$ cat src/rtl/rhm_pkg.sv
// Package with the sizes, constants and shared types of the running histogram median block.
`default_nettype none
package rhm_pkg;
	localparam int BINS = 256;
	localparam int COUNT_BITS = 16;
	localparam int BIN_W = $clog2(BINS);
	localparam int VAL_W = 12;
	localparam int RATIO_W = 17;
	localparam int THR_W = COUNT_BITS + 1;
	localparam int SUM_W = COUNT_BITS + 2;
	localparam int SCAN_W = $clog2(BINS + 2);
	localparam logic [COUNT_BITS-1:0] CNT_MAX = '1;
	localparam logic [RATIO_W-1:0] RATIO_RESET = RATIO_W'(655);
	localparam logic [7:0] HALF_FALLBACK = 8'(BINS / 2);

	typedef struct packed {
		logic en;
		logic ins_en;
		logic [BIN_W-1:0] ins_bin;
		logic rem_en;
		logic [BIN_W-1:0] rem_bin;
	} rhm_upd_t;

	typedef struct packed {
		logic [SUM_W-1:0] sum;
		logic found;
		logic [7:0] idx;
		logic err;
	} rhm_wave_t;

	function automatic logic [BIN_W-1:0] clamp_bin(input logic signed [VAL_W-1:0] v);
		logic signed [VAL_W:0] w;
		logic [BIN_W-1:0] r;
		w = {v[VAL_W-1], v};
		if (w < 0) begin
			r = '0;
		end else if (w > $signed((VAL_W+1)'(BINS - 1))) begin
			r = BIN_W'(BINS - 1);
		end else begin
			r = BIN_W'(w);
		end
		return r;
	endfunction
endpackage
`default_nettype wire

$ cat src/rtl/rhm_cell.sv
// One histogram bin: its count and its stage of the upward and downward prefix-sum waves.
`default_nettype none
module rhm_cell (
	input  wire logic clk,
	input  wire logic arst_n,
	input  wire logic [rhm_pkg::BIN_W-1:0] my_idx,
	input  wire rhm_pkg::rhm_upd_t upd,
	input  wire logic [rhm_pkg::COUNT_BITS-1:0] half,
	input  wire logic [rhm_pkg::THR_W-1:0] thr,
	input  wire rhm_pkg::rhm_wave_t lo_in,
	input  wire rhm_pkg::rhm_wave_t hi_in,
	output rhm_pkg::rhm_wave_t lo_out,
	output rhm_pkg::rhm_wave_t hi_out
);
	import rhm_pkg::*;

	logic [COUNT_BITS-1:0] cnt_q;
	logic err_q;
	logic [COUNT_BITS-1:0] cnt_n;
	logic err_n;
	rhm_wave_t lo_n, hi_n, lo_q, hi_q;
	logic [SUM_W-1:0] lo_s, hi_s;

	always_comb begin
		cnt_n = cnt_q;
		err_n = 1'b0;
		if (upd.ins_en && upd.ins_bin == my_idx) begin
			if (cnt_n == CNT_MAX) err_n = 1'b1;
			else cnt_n = cnt_n + 1'b1;
		end
		if (upd.rem_en && upd.rem_bin == my_idx) begin
			if (cnt_n == '0) err_n = 1'b1;
			else cnt_n = cnt_n - 1'b1;
		end
	end

	always_ff @(posedge clk or negedge arst_n) begin
		if (!arst_n) begin
			cnt_q <= '0;
			err_q <= 1'b0;
		end else if (upd.en) begin
			cnt_q <= cnt_n;
			err_q <= err_n;
		end
	end

	assign lo_s = lo_in.sum + SUM_W'(cnt_q);
	assign hi_s = hi_in.sum + SUM_W'(cnt_q);

	always_comb begin
		lo_n = lo_in;
		lo_n.err = lo_in.err | err_q;
		if (!lo_in.found) begin
			lo_n.sum = lo_s;
			if (lo_s >= SUM_W'(half)) begin
				lo_n.found = 1'b1;
				lo_n.idx = 8'(my_idx);
			end
		end
		hi_n = hi_in;
		if (!hi_in.found) begin
			hi_n.sum = hi_s;
			if (hi_s >= SUM_W'(thr)) begin
				hi_n.found = 1'b1;
				hi_n.idx = 8'(my_idx);
			end
		end
	end

	always_ff @(posedge clk) begin
		lo_q <= lo_n;
		hi_q <= hi_n;
	end

	assign lo_out = lo_q;
	assign hi_out = hi_q;
endmodule
`default_nettype wire

$ cat config.mk
export PLATFORM = sky130hd
export DESIGN_NAME = rhm_cell
export DESIGN_NICKNAME = d
export VERILOG_FILES = /design/src/rtl/rhm_pkg.sv /design/src/rtl/rhm_cell.sv
export SDC_FILE = /design/constraint.sdc
export NUM_CORES = 1
export LEC_CHECK = 0
export BUFFER_PORTS_ARGS = -buffer_cell sky130_fd_sc_hd__buf_2
export CAP_MARGIN = 20
export CORE_AREA = 4 4 152 110
export DETAILED_ROUTE_END_ITERATION = 16
export DIE_AREA = 0 0 156 114
export PLACE_DENSITY = 0.66
export SLEW_MARGIN = 10
export SYNTH_ARGS = -nofsm -noshare
export SYNTH_HDL_FRONTEND = slang
export SYNTH_SLANG_ARGS = --single-unit
$ cat constraint.sdc
create_clock -name clk -period 4.7 [get_ports clk]
set_input_delay 0.235 -clock clk [delete_from_list [all_inputs] [get_ports clk]]
set_output_delay 0.235 -clock clk [all_outputs]
set_load 0.01 [all_outputs]
Word level (Yosys, flattened, before mapping)
Cells that the tools add are included.

word-level totals
  input port bits = 118
  output and inout port bits = 56
  word-level logic and storage cells = 35
  register bits after elaboration = 73

cells by class
  bitwise operators = 1
  add/sub/neg operators = 4
  reduce and logical (&&, ||, !) cells = 3
  equal/unequal tests = 3
  order comparisons = 2
  multiplexer cells = 12

operator list
  kind                                                                   count
  16-bit 2-to-1 mux                                                      4
  27-bit 2-to-1 mux                                                      2
  18-bit by 16-bit adder with 18-bit output                              2
  18-bit by 16-bit >= comparator with 1-bit output                       1
  18-bit by 17-bit >= comparator with 1-bit output                       1
  9-bit 2-to-1 mux                                                       2
  16-bit by 1-bit adder with 16-bit output (second input constant)       1
  16-bit == test (second input constant)                                 1
  8-bit == test                                                          2
  16-bit logical NOT                                                     1
  16-bit by 1-bit subtractor with 16-bit output (second input constant)  1
  1-bit 2-to-1 mux                                                       4
  1-bit logical AND                                                      2
  1-bit OR                                                               1

Longest topological paths before layout
Gate-level depths: netlist (run 1).

  depth in word-level cells = 6
  mapped depth = 20
  depth with buffers taken out = 20

Worst setup path before layout (run 1)
OpenSTA, ideal clock, no wires.

  kind = reg-to-reg
  start point = reg cnt_q[0]
  end point = reg hi_q (netlist bit hi_out[1])
  required time = 4.579 ns
  clock period less this slack = 4.525 ns
  slack = 0.175 ns
  data arrival time = 4.404 ns
  buffers on the path = 0
  cell stages (with the launch flop) = 20
  library setup time = 0.121 ns
  cell sequence = dfrtp_1 -> ha_1 -> inv_1 -> fa_1 -> nor2b_1 -> o21ai_0 -> a21boi_0 -> o21a_1 -> or2_2 -> a21oi_1 -> o2111a_1 -> nor3_1 -> xor2_1 -> ha_1 -> a21o_1 -> a2111oi_0 -> nor4_1 -> a2111oi_0 -> a21oi_1 -> mux2_2

RTL lines
  element                   RTL line        source
  start: declaration        rhm_cell.sv:17  logic [COUNT_BITS-1:0] cnt_q;
  start signal: assignment  rhm_cell.sv:42  cnt_q <= cnt_n;
  end signal: assignment    rhm_cell.sv:72  hi_q <= hi_n;
  end: declaration          rhm_cell.sv:21  rhm_wave_t lo_n, hi_n, lo_q, hi_q;

==> results of run 1 <==
==> cells by family (layout without fill, tap and decap cells) <==
logic type | after synthesis | after routing | synth area share, %
adder cells (fa/ha/maj) | 70 | 70 | 14.7
flip-flops | 73 | 73 | 25.6
AND/OR/NAND/NOR | 215 | 215 | 18.4
AO/OA/AOI/OAI | 141 | 141 | 16.1
buffers and inverters | 73 | 267 | 4.76
XOR/XNOR | 76 | 76 | 11.0
multiplexers | 51 | 51 | 9.39
==> flip-flops by register name, summed over array words and instances (netlist names) <==
name	flops
hi_out	28
err_q	1
cnt_q	16
lo_out	28
==> metal layers <==
metal  up-vias  GRT usage, %  routed length, um
met2       244          28.0               7080
li1       2904             -                  -
met4         0          2.97                127
met3        16          5.73               1750
met5         -             0                  0
met1      2628          28.5               8270
==> metrics by stage <==
stage               hold WS (ps)  setup TNS [ps]  worst slack (ps)  instances  util [%]
floorplan                  -60.6               0               175        699         -
global placement             196            -580             -74.2       1071      47.4
detailed placement           198            -102             -20.2       1071      47.4
CTS                         94.2               0              60.7       1089      49.7
global route                99.9            -106             -19.5       1093      50.5
finish                      97.0               0               245       1093      50.5
==> cells in the final DEF (no fill, tap or decap), types with 4 or more instances in the layout <==
cell	count
buf_2	173
ha_1	66
xnor2_1	60
dfxtp_1	56
inv_1	52
nand2_1	50
nor2_1	48
mux2_2	46
a21oi_1	36
o21ai_0	26
buf_4	23
nand3_1	22
nor3_1	22
dfrtp_1	17
xor2_1	16
a21o_1	14
nand4_1	14
and3_1	11
clkbuf_16	9
o21a_1	8
and2_1	6
a31oi_1	6
nor4_1	6
o21bai_1	5
nor2b_1	5
nand2b_1	5
mux2i_1	5
or3_1	4
o21ai_1	4
==> worst min-delay path by stage <==
| stage | start | end | slack (ps) | depth (start not counted) |
|---|---|---|---|---|
| after floorplan | arst_n | cnt_q[0] | -60 | 0 |
| after global placement | arst_n | cnt_q[5] | 200 | 1 |
| after detailed placement | arst_n | cnt_q[5] | 200 | 1 |
| after CTS | lo_in[0] | lo_out[0] | 90 | 2 |
| after global routing | lo_in[0] | lo_out[0] | 100 | 2 |
| final | lo_in[0] | lo_out[0] | 100 | 2 |
==> cells in the mapped netlist (13+ instances only) <==
library cell  number
a21oi_1           37
inv_1             52
nand3_1           22
ha_1              68
nor2_1            48
xnor2_1           60
nor3_1            23
xor2_1            16
o21ai_0           27
a21o_1            14
nand4_1           14
dfxtp_1           56
nand2_1           50
clkbuf_1          13
dfrtp_1           17
mux2_2            46
==> power by group through the flow <==
stage                     clock (mW)  sequential, mW  combinational, mW
after floorplan                    0           0.769              0.436
after global placement             0           0.731              0.726
after detailed placement           0           0.732              0.732
after CTS                      0.785           0.720              0.742
after global routing           0.815           0.728              0.868
final                          0.761           0.720              0.774
==> worst reg2reg max path, delay by kind of cell (launching register included) <==
| kind | cells | cell delay (ps) |
|---|---|---|
| AOI/OAI and AO/OA | 9 | 1910 |
| xor gates and xnor gates | 1 | 200 |
| and+or+nand+nor | 4 | 620 |
| adders and majority gates | 2 | 610 |
| muxes | 1 | 270 |
| DFF | 1 | 390 |
| buffers and inverters | 2 | 350 |
==> repair_timing <==
item | in CTS | in global routing
pin swaps | 0 | 15
hold buffers | 2 | 0
setup endpoints to repair | 8 | 8
gates resized for setup | 3 | 16
buffers inserted | 0 | 4
hold endpoints to repair | 18 | 0
==> cell type report <==
cell class / count / area share (%)
repair buffers: 199 / 14.0
multi-input cells: 553 / 55.8
well taps: 200 / 3.25
inverters: 52 / 2.53
clock buffers: 11 / 3.28
flip-flops and latches: 73 / 20.1
clock inverters: 5 / 1.01
==> out/metrics.csv, run 1 <==
stage;metric;value;unit
power_and_ir_drop;Pint;1.55;mW
die;# IOs;174;
clock_tree;CTS tree;yes;
drt;total wire length;17200;um
layout;P&R area growth vs syn;27.3;%
grt;Tot GR Track Use;19.2;%
worst_setup_path;CP peak stage delay;430;ps
worst_setup_path;r2r endpoint;hi_out[8];
worst_setup_path;buffers and inverters on the worst path;2;
worst_setup_path;CP startpoint kind;flop;
grt;largest net degree at the start of global routing;25;
worst_setup_path;cell family with most CP delay;compound AO/OA/AOI/OAI gates;
power_and_ir_drop;Worst VDD drop;0.000152;V
clock_tree;Clk Latency, worst-skew pair;340;ps
power_and_ir_drop;P_leak;3.62;nW
synthesis;ys async rst share;23.3;%
worst_hold_path;worst min path class;input pin to flop;
placement;DP HPWL;13900;um
worst_setup_path;reg2reg start;cnt_q[1];
synthesis;Synth Flop Type;dfxtp_1;
sta;Final Cycle Share;94.8;%
die;Die Y;114;um
drt;DR vias/cell;5.30;
power_and_ir_drop;Sw Share;31.4;%
clock_tree;CTS Buffer Depth;2;
worst_setup_path;crit path DAT;4680;ps
synthesis;top post-synthesis cells by area;dfxtp_1 19%, ha_1 14%, xnor2_1 8.7%;
worst_setup_path;worst-path cell with the longest stage delay;o41ai_4;
grt;vias in the first global route;5504;
grt;initial antenna violation count;0;
worst_setup_path;Worst Setup EP;hi_out[8];
drt;via total after detailed routing;5792;
drt;WL/cell;15.8;um
synthesis;Syn Nets;887;
worst_setup_path;CP Depth;19;
die;Starting Density;39.6;%
synthesis;Syn Area/Cell;8.65;um^2
power_and_ir_drop;Seq pwr share;31.9;%
sta;fin crit period;4460;ps
drt;DR pass1 iterations;7;
sta;skew final;8.58;ps
synthesis;Yosys reg bits;73;
worst_setup_path;Reg2Reg Setup Slack;240;ps
power_and_ir_drop;clock share of power;33.8;%
synthesis;YS warnings;0;
clock_tree;Reg clk slew, reported paths;60;ps
clock_tree;CTS buffer count;9;
status;status;completed;
die;core area;15300;um^2
synthesis;Mapped Cells;699;
synthesis;Synth top area share;18.5;%
worst_setup_path;R2R depth;19;
drt;DRC violations left;0;
sta;Slew Limit Fails;0;
synthesis;number of synthesized flops with an enable pin;0;
sta;Slew HR;25.3;%
power_and_ir_drop;Comb power frac;34.3;%
layout;multi-input logic area;4300;um^2
sta;max frequency;224;MHz
power_and_ir_drop;switching power total;0.709;mW
sta;final hold viol count;0;
worst_setup_path;Critical Path Sink Type;flop;
clock_tree;H-tree Lvls;3;
sta;final setup fails;0;
layout;fillers;1473;
worst_setup_path;WS Path Type;flop to flop;
layout;# diodes;0;
sta;Worst-Margin Slew;1110;ps
job;max_cap viols;0;
drt;1st-iter DRT viols;359;
drt;post-route ant nets;0;
layout;layout cell share with drive strength beyond 1;32.8;%
die;Rows;38;
synthesis;Synth area leader;dfxtp_1;
synthesis;Synth Cell Area;6050;um^2
worst_setup_path;crit-path cells;ha_1, a21o_1, a21oi_1, o21ai_0, a21oi_1, o21a_1, o41ai_4, and2_1, nor2_1, xnor2_1, ha_1, and4_1, a2111oi_4, nor4_1, a2111oi_2, buf_4, a21oi_4, buf_12, mux2_2;
worst_setup_path;critical path fanouts, max;8;
placement;port buffer count;173;
die;die footprint;17800;um^2
layout;final net count;1076;
layout;Final Cell Area;7700;um^2
grt;GR Overflow Total;0;
synthesis;unique cell type count in the Yosys netlist;73;
power_and_ir_drop;Power Dens Cells;293;nW/um^2
synthesis;Seq/Total Area, Yosys;25.6;%
grt;first-pass GRT wire length;27600;um
power_and_ir_drop;total power;2.25;mW
clock_tree;# clock sinks;73;
worst_setup_path;data required time at the worst endpoint;4930;ps
placement;Routability Congestion;0.942;
die;Die Wd;156;um
worst_setup_path;critical path launch point;cnt_q[1];
layout;Reg area;1550;um^2
clock_tree;clk root buf;clkbuf_16;
placement;Cell Area, Placed;7240;um^2
(Power assumes the default switching activity.)
==> run 2, diff against run 1 <==
CORE_AREA = 4 4 140 101   (was 4 4 152 110)
DIE_AREA = 0 0 144 105   (was 0 0 156 114)
PLACE_DENSITY = 0.77   (was 0.66)
==> out/metrics.csv, run 2 (synthesis results as in run 1) <==
stage;metric;value;unit;change
worst_hold_path;Cells on Worst Hold Path;2;;unchanged
die;Die Wd;144;um;was 156 um
grt;initial antenna violation count;0;;unchanged
status;status;completed;;unchanged
die;Starting Density;46.8;%;was 39.6%
worst_setup_path;R2R depth;20;;was 19
clock_tree;clk root buf;clkbuf_16;;unchanged
grt;largest net degree at the start of global routing;25;;unchanged
drt;via total after detailed routing;5771;;was 5792
drt;1st-iter DRT viols;352;;was 359
clock_tree;CTS tree;yes;;unchanged
clock_tree;CTS Buffer Depth;2;;unchanged
worst_setup_path;CP dominant cell by count;ha_1;;
power_and_ir_drop;Comb power frac;36.0;%;was 34.3%
sta;final setup fails;0;;unchanged
sta;Final Cycle Share;96.4;%;was 94.8%
worst_setup_path;buffers and inverters on the worst path;2;;unchanged
placement;placed cell count;1034;;was 1071
worst_hold_path;worst min path class;input pin to flop;;unchanged
power_and_ir_drop;clock share of power;29.9;%;was 33.8%
job;max_cap viols;0;;unchanged
layout;fillers;1150;;was 1473
die;die footprint;15100;um^2;was 17800 um^2
layout;layout cell share with drive strength beyond 1;32.0;%;was 32.8%
placement;port buffer count;173;;unchanged
power_and_ir_drop;Seq pwr share;34.1;%;was 31.9%
drt;DR pass1 iterations;5;;was 7
worst_setup_path;CP startpoint kind;flop;;unchanged
sta;Worst-Margin Slew;1020;ps;was 1110 ps
worst_setup_path;CP Depth;20;;was 19
grt;first-pass GRT wire length;26200;um;was 27600 um
worst_setup_path;Critical Path Sink Type;flop;;unchanged
clock_tree;Reg clk slew, reported paths;60;ps;about the same
power_and_ir_drop;P_leak;3.57;nW;was 3.62 nW
worst_hold_path;min-delay src;lo_in[0];;unchanged
drt;DRC violations left;0;;unchanged
worst_setup_path;critical path launch point;cnt_q[0];;was cnt_q[1]
worst_setup_path;crit path DAT;4760;ps;was 4680 ps
worst_setup_path;CP peak stage delay;420;ps;was 430 ps
drt;DR vias/cell;5.48;;was 5.30
power_and_ir_drop;Worst VDD drop;0.000166;V;was 0.000152 V
power_and_ir_drop;switching power total;0.700;mW;was 0.709 mW
worst_setup_path;data required time at the worst endpoint;4930;ps;about the same
sta;skew final;5.90;ps;was 8.58 ps
layout;P&R area growth vs syn;24.8;%;was 27.3%
drt;WL/cell;15.9;um;was 15.8 um
layout;final core utilization;58.5;%;was 50.5%
die;Rows;35;;was 38
layout;final net count;1071;;was 1076
sta;Slew HR;31.5;%;was 25.3%
drt;total wire length;16700;um;was 17200 um
clock_tree;Clk Latency, worst-skew pair;340;ps;about the same
power_and_ir_drop;total power;2.11;mW;was 2.25 mW
power_and_ir_drop;Pint;1.41;mW;was 1.55 mW
worst_setup_path;reg2reg start;cnt_q[0];;was cnt_q[1]
worst_setup_path;cell family with most CP delay;compound AO/OA/AOI/OAI gates;;unchanged
layout;most frequent cells in the layout;173 x buf_2, 67 x ha_1, 59 x xnor2_1, 56 x dfxtp_1, 52 x inv_1;;was 173 x buf_2, 66 x ha_1, 60 x xnor2_1, 56 x dfxtp_1, 52 x inv_1
sta;final hold viol count;0;;unchanged
drt;post-route ant nets;0;;unchanged
sta;max frequency;221;MHz;was 224 MHz
placement;DP HPWL;13400;um;was 13900 um
clock_tree;# clock sinks;73;;unchanged
sta;Slew Limit Fails;0;;unchanged
grt;Tot GR Track Use;21.5;%;was 19.2%
power_and_ir_drop;Sw Share;33.2;%;was 31.4%
layout;Cell Count, Final, Fillers Out;1053;;was 1093
worst_setup_path;worst-path cell with the longest stage delay;a2111oi_1;;was o41ai_4
clock_tree;CTS buffer count;9;;unchanged
worst_setup_path;crit-path cells;ha_1, inv_1, fa_1, nor2b_1, o21ai_1, a21boi_2, o21a_1, or2_2, a21oi_1, o2111a_1, nor3_2, xor2_1, ha_1, a21o_1, a2111oi_4, nor4_1, a2111oi_1, buf_4, a21oi_4, mux2_2;;was ha_1, a21o_1, a21oi_1, o21ai_0, a21oi_1, o21a_1, o41ai_4, and2_1, nor2_1, xnor2_1, ha_1, and4_1, a2111oi_4, nor4_1, a2111oi_2, buf_4, a21oi_4, buf_12, mux2_2
die;core area;12900;um^2;was 15300 um^2
layout;leading cell type in the layout, fill and taps excluded;buf_2;;unchanged
clock_tree;H-tree Lvls;3;;unchanged
power_and_ir_drop;Power Dens Cells;279;nW/um^2;was 293 nW/um^2
die;Die Y;105;um;was 114 um
sta;fin crit period;4530;ps;was 4460 ps
grt;GR Overflow Total;0;;unchanged
layout;# diodes;0;;unchanged
grt;vias in the first global route;5448;;was 5504
worst_setup_path;WS Path Type;flop to flop;;unchanged
die;# IOs;174;;unchanged
worst_setup_path;critical path fanouts, max;8;;unchanged
placement;Routability Congestion;0.958;;was 0.942
-- run 2: changes by cell type in the layout (fill, tap and decap cells not counted), sizes merged --
cell,delta
buf,-5
bufinv,-2
clkinv,+1
clkinvlp,-1
clkbuf,+1
-- run 2: path summary, 6_finish.rpt --
check	end	slack, ps
worst max-delay path	hi_out[8]	170
worst min-delay path	lo_out[0]	80
worst max register to register	hi_out[8]	170
worst min register to register	lo_out[0]	480
max in group asynchronous	cnt_q[1]	4000
min in group asynchronous	cnt_q[11]	390
-- run 2: power by group through the flow --
stage	Combinational, mW	Sequential, mW	Clock [mW]
floorplan	0.436	0.769	0
global placement	0.713	0.730	0
detailed placement	0.722	0.732	0
CTS	0.734	0.720	0.649
global route	0.848	0.727	0.672
finish	0.759	0.719	0.632
-- run 2: through the flow --
stage | setup slack (ps) | hold WS [ps] | setup TNS, ps | instance area, um^2
final | 167 | 81.8 | 0 | 7550
after global routing | -63.6 | 68.6 | -454 | 7550
after CTS | 13.4 | 69.8 | 0 | 7460
after detailed placement | -286 | 193 | -2200 | 7160
after global placement | -68.6 | 193 | -540 | 7160
after floorplan | 175 | -60.6 | 0 | 6050
-- run 2: area by class of cell --
cell class              count  area (um^2)  area share [%]
well taps                 166          208            2.75
repair buffers            194         1030            13.6
inverters                  52          195            2.58
clock inverters             3         18.8           0.249
multi-input cells         553         4310            57.1
clock buffers              12          246            3.26
flip-flops and latches     73         1550            20.5
-- run 2: routing by layer --
metal | GRT usage (%) | wire length, um | up-vias
met5 | 0 | 0 | -
met1 | 31.4 | 8230 | 2613
met3 | 6.36 | 1640 | 17
li1 | - | - | 2874
met2 | 31.2 | 6650 | 267
met4 | 4.84 | 197 | 0
-- run 2: what timing repair did --
action / in CTS / in global routing
setup buffers: 0 / 2
pin swaps: 0 / 15
endpoints found under the hold margin: 18 / 0
resized for setup: 3 / 15
gates cloned: 0 / 0
setup endpoints to repair: 8 / 9
hold buffers: 2 / 0
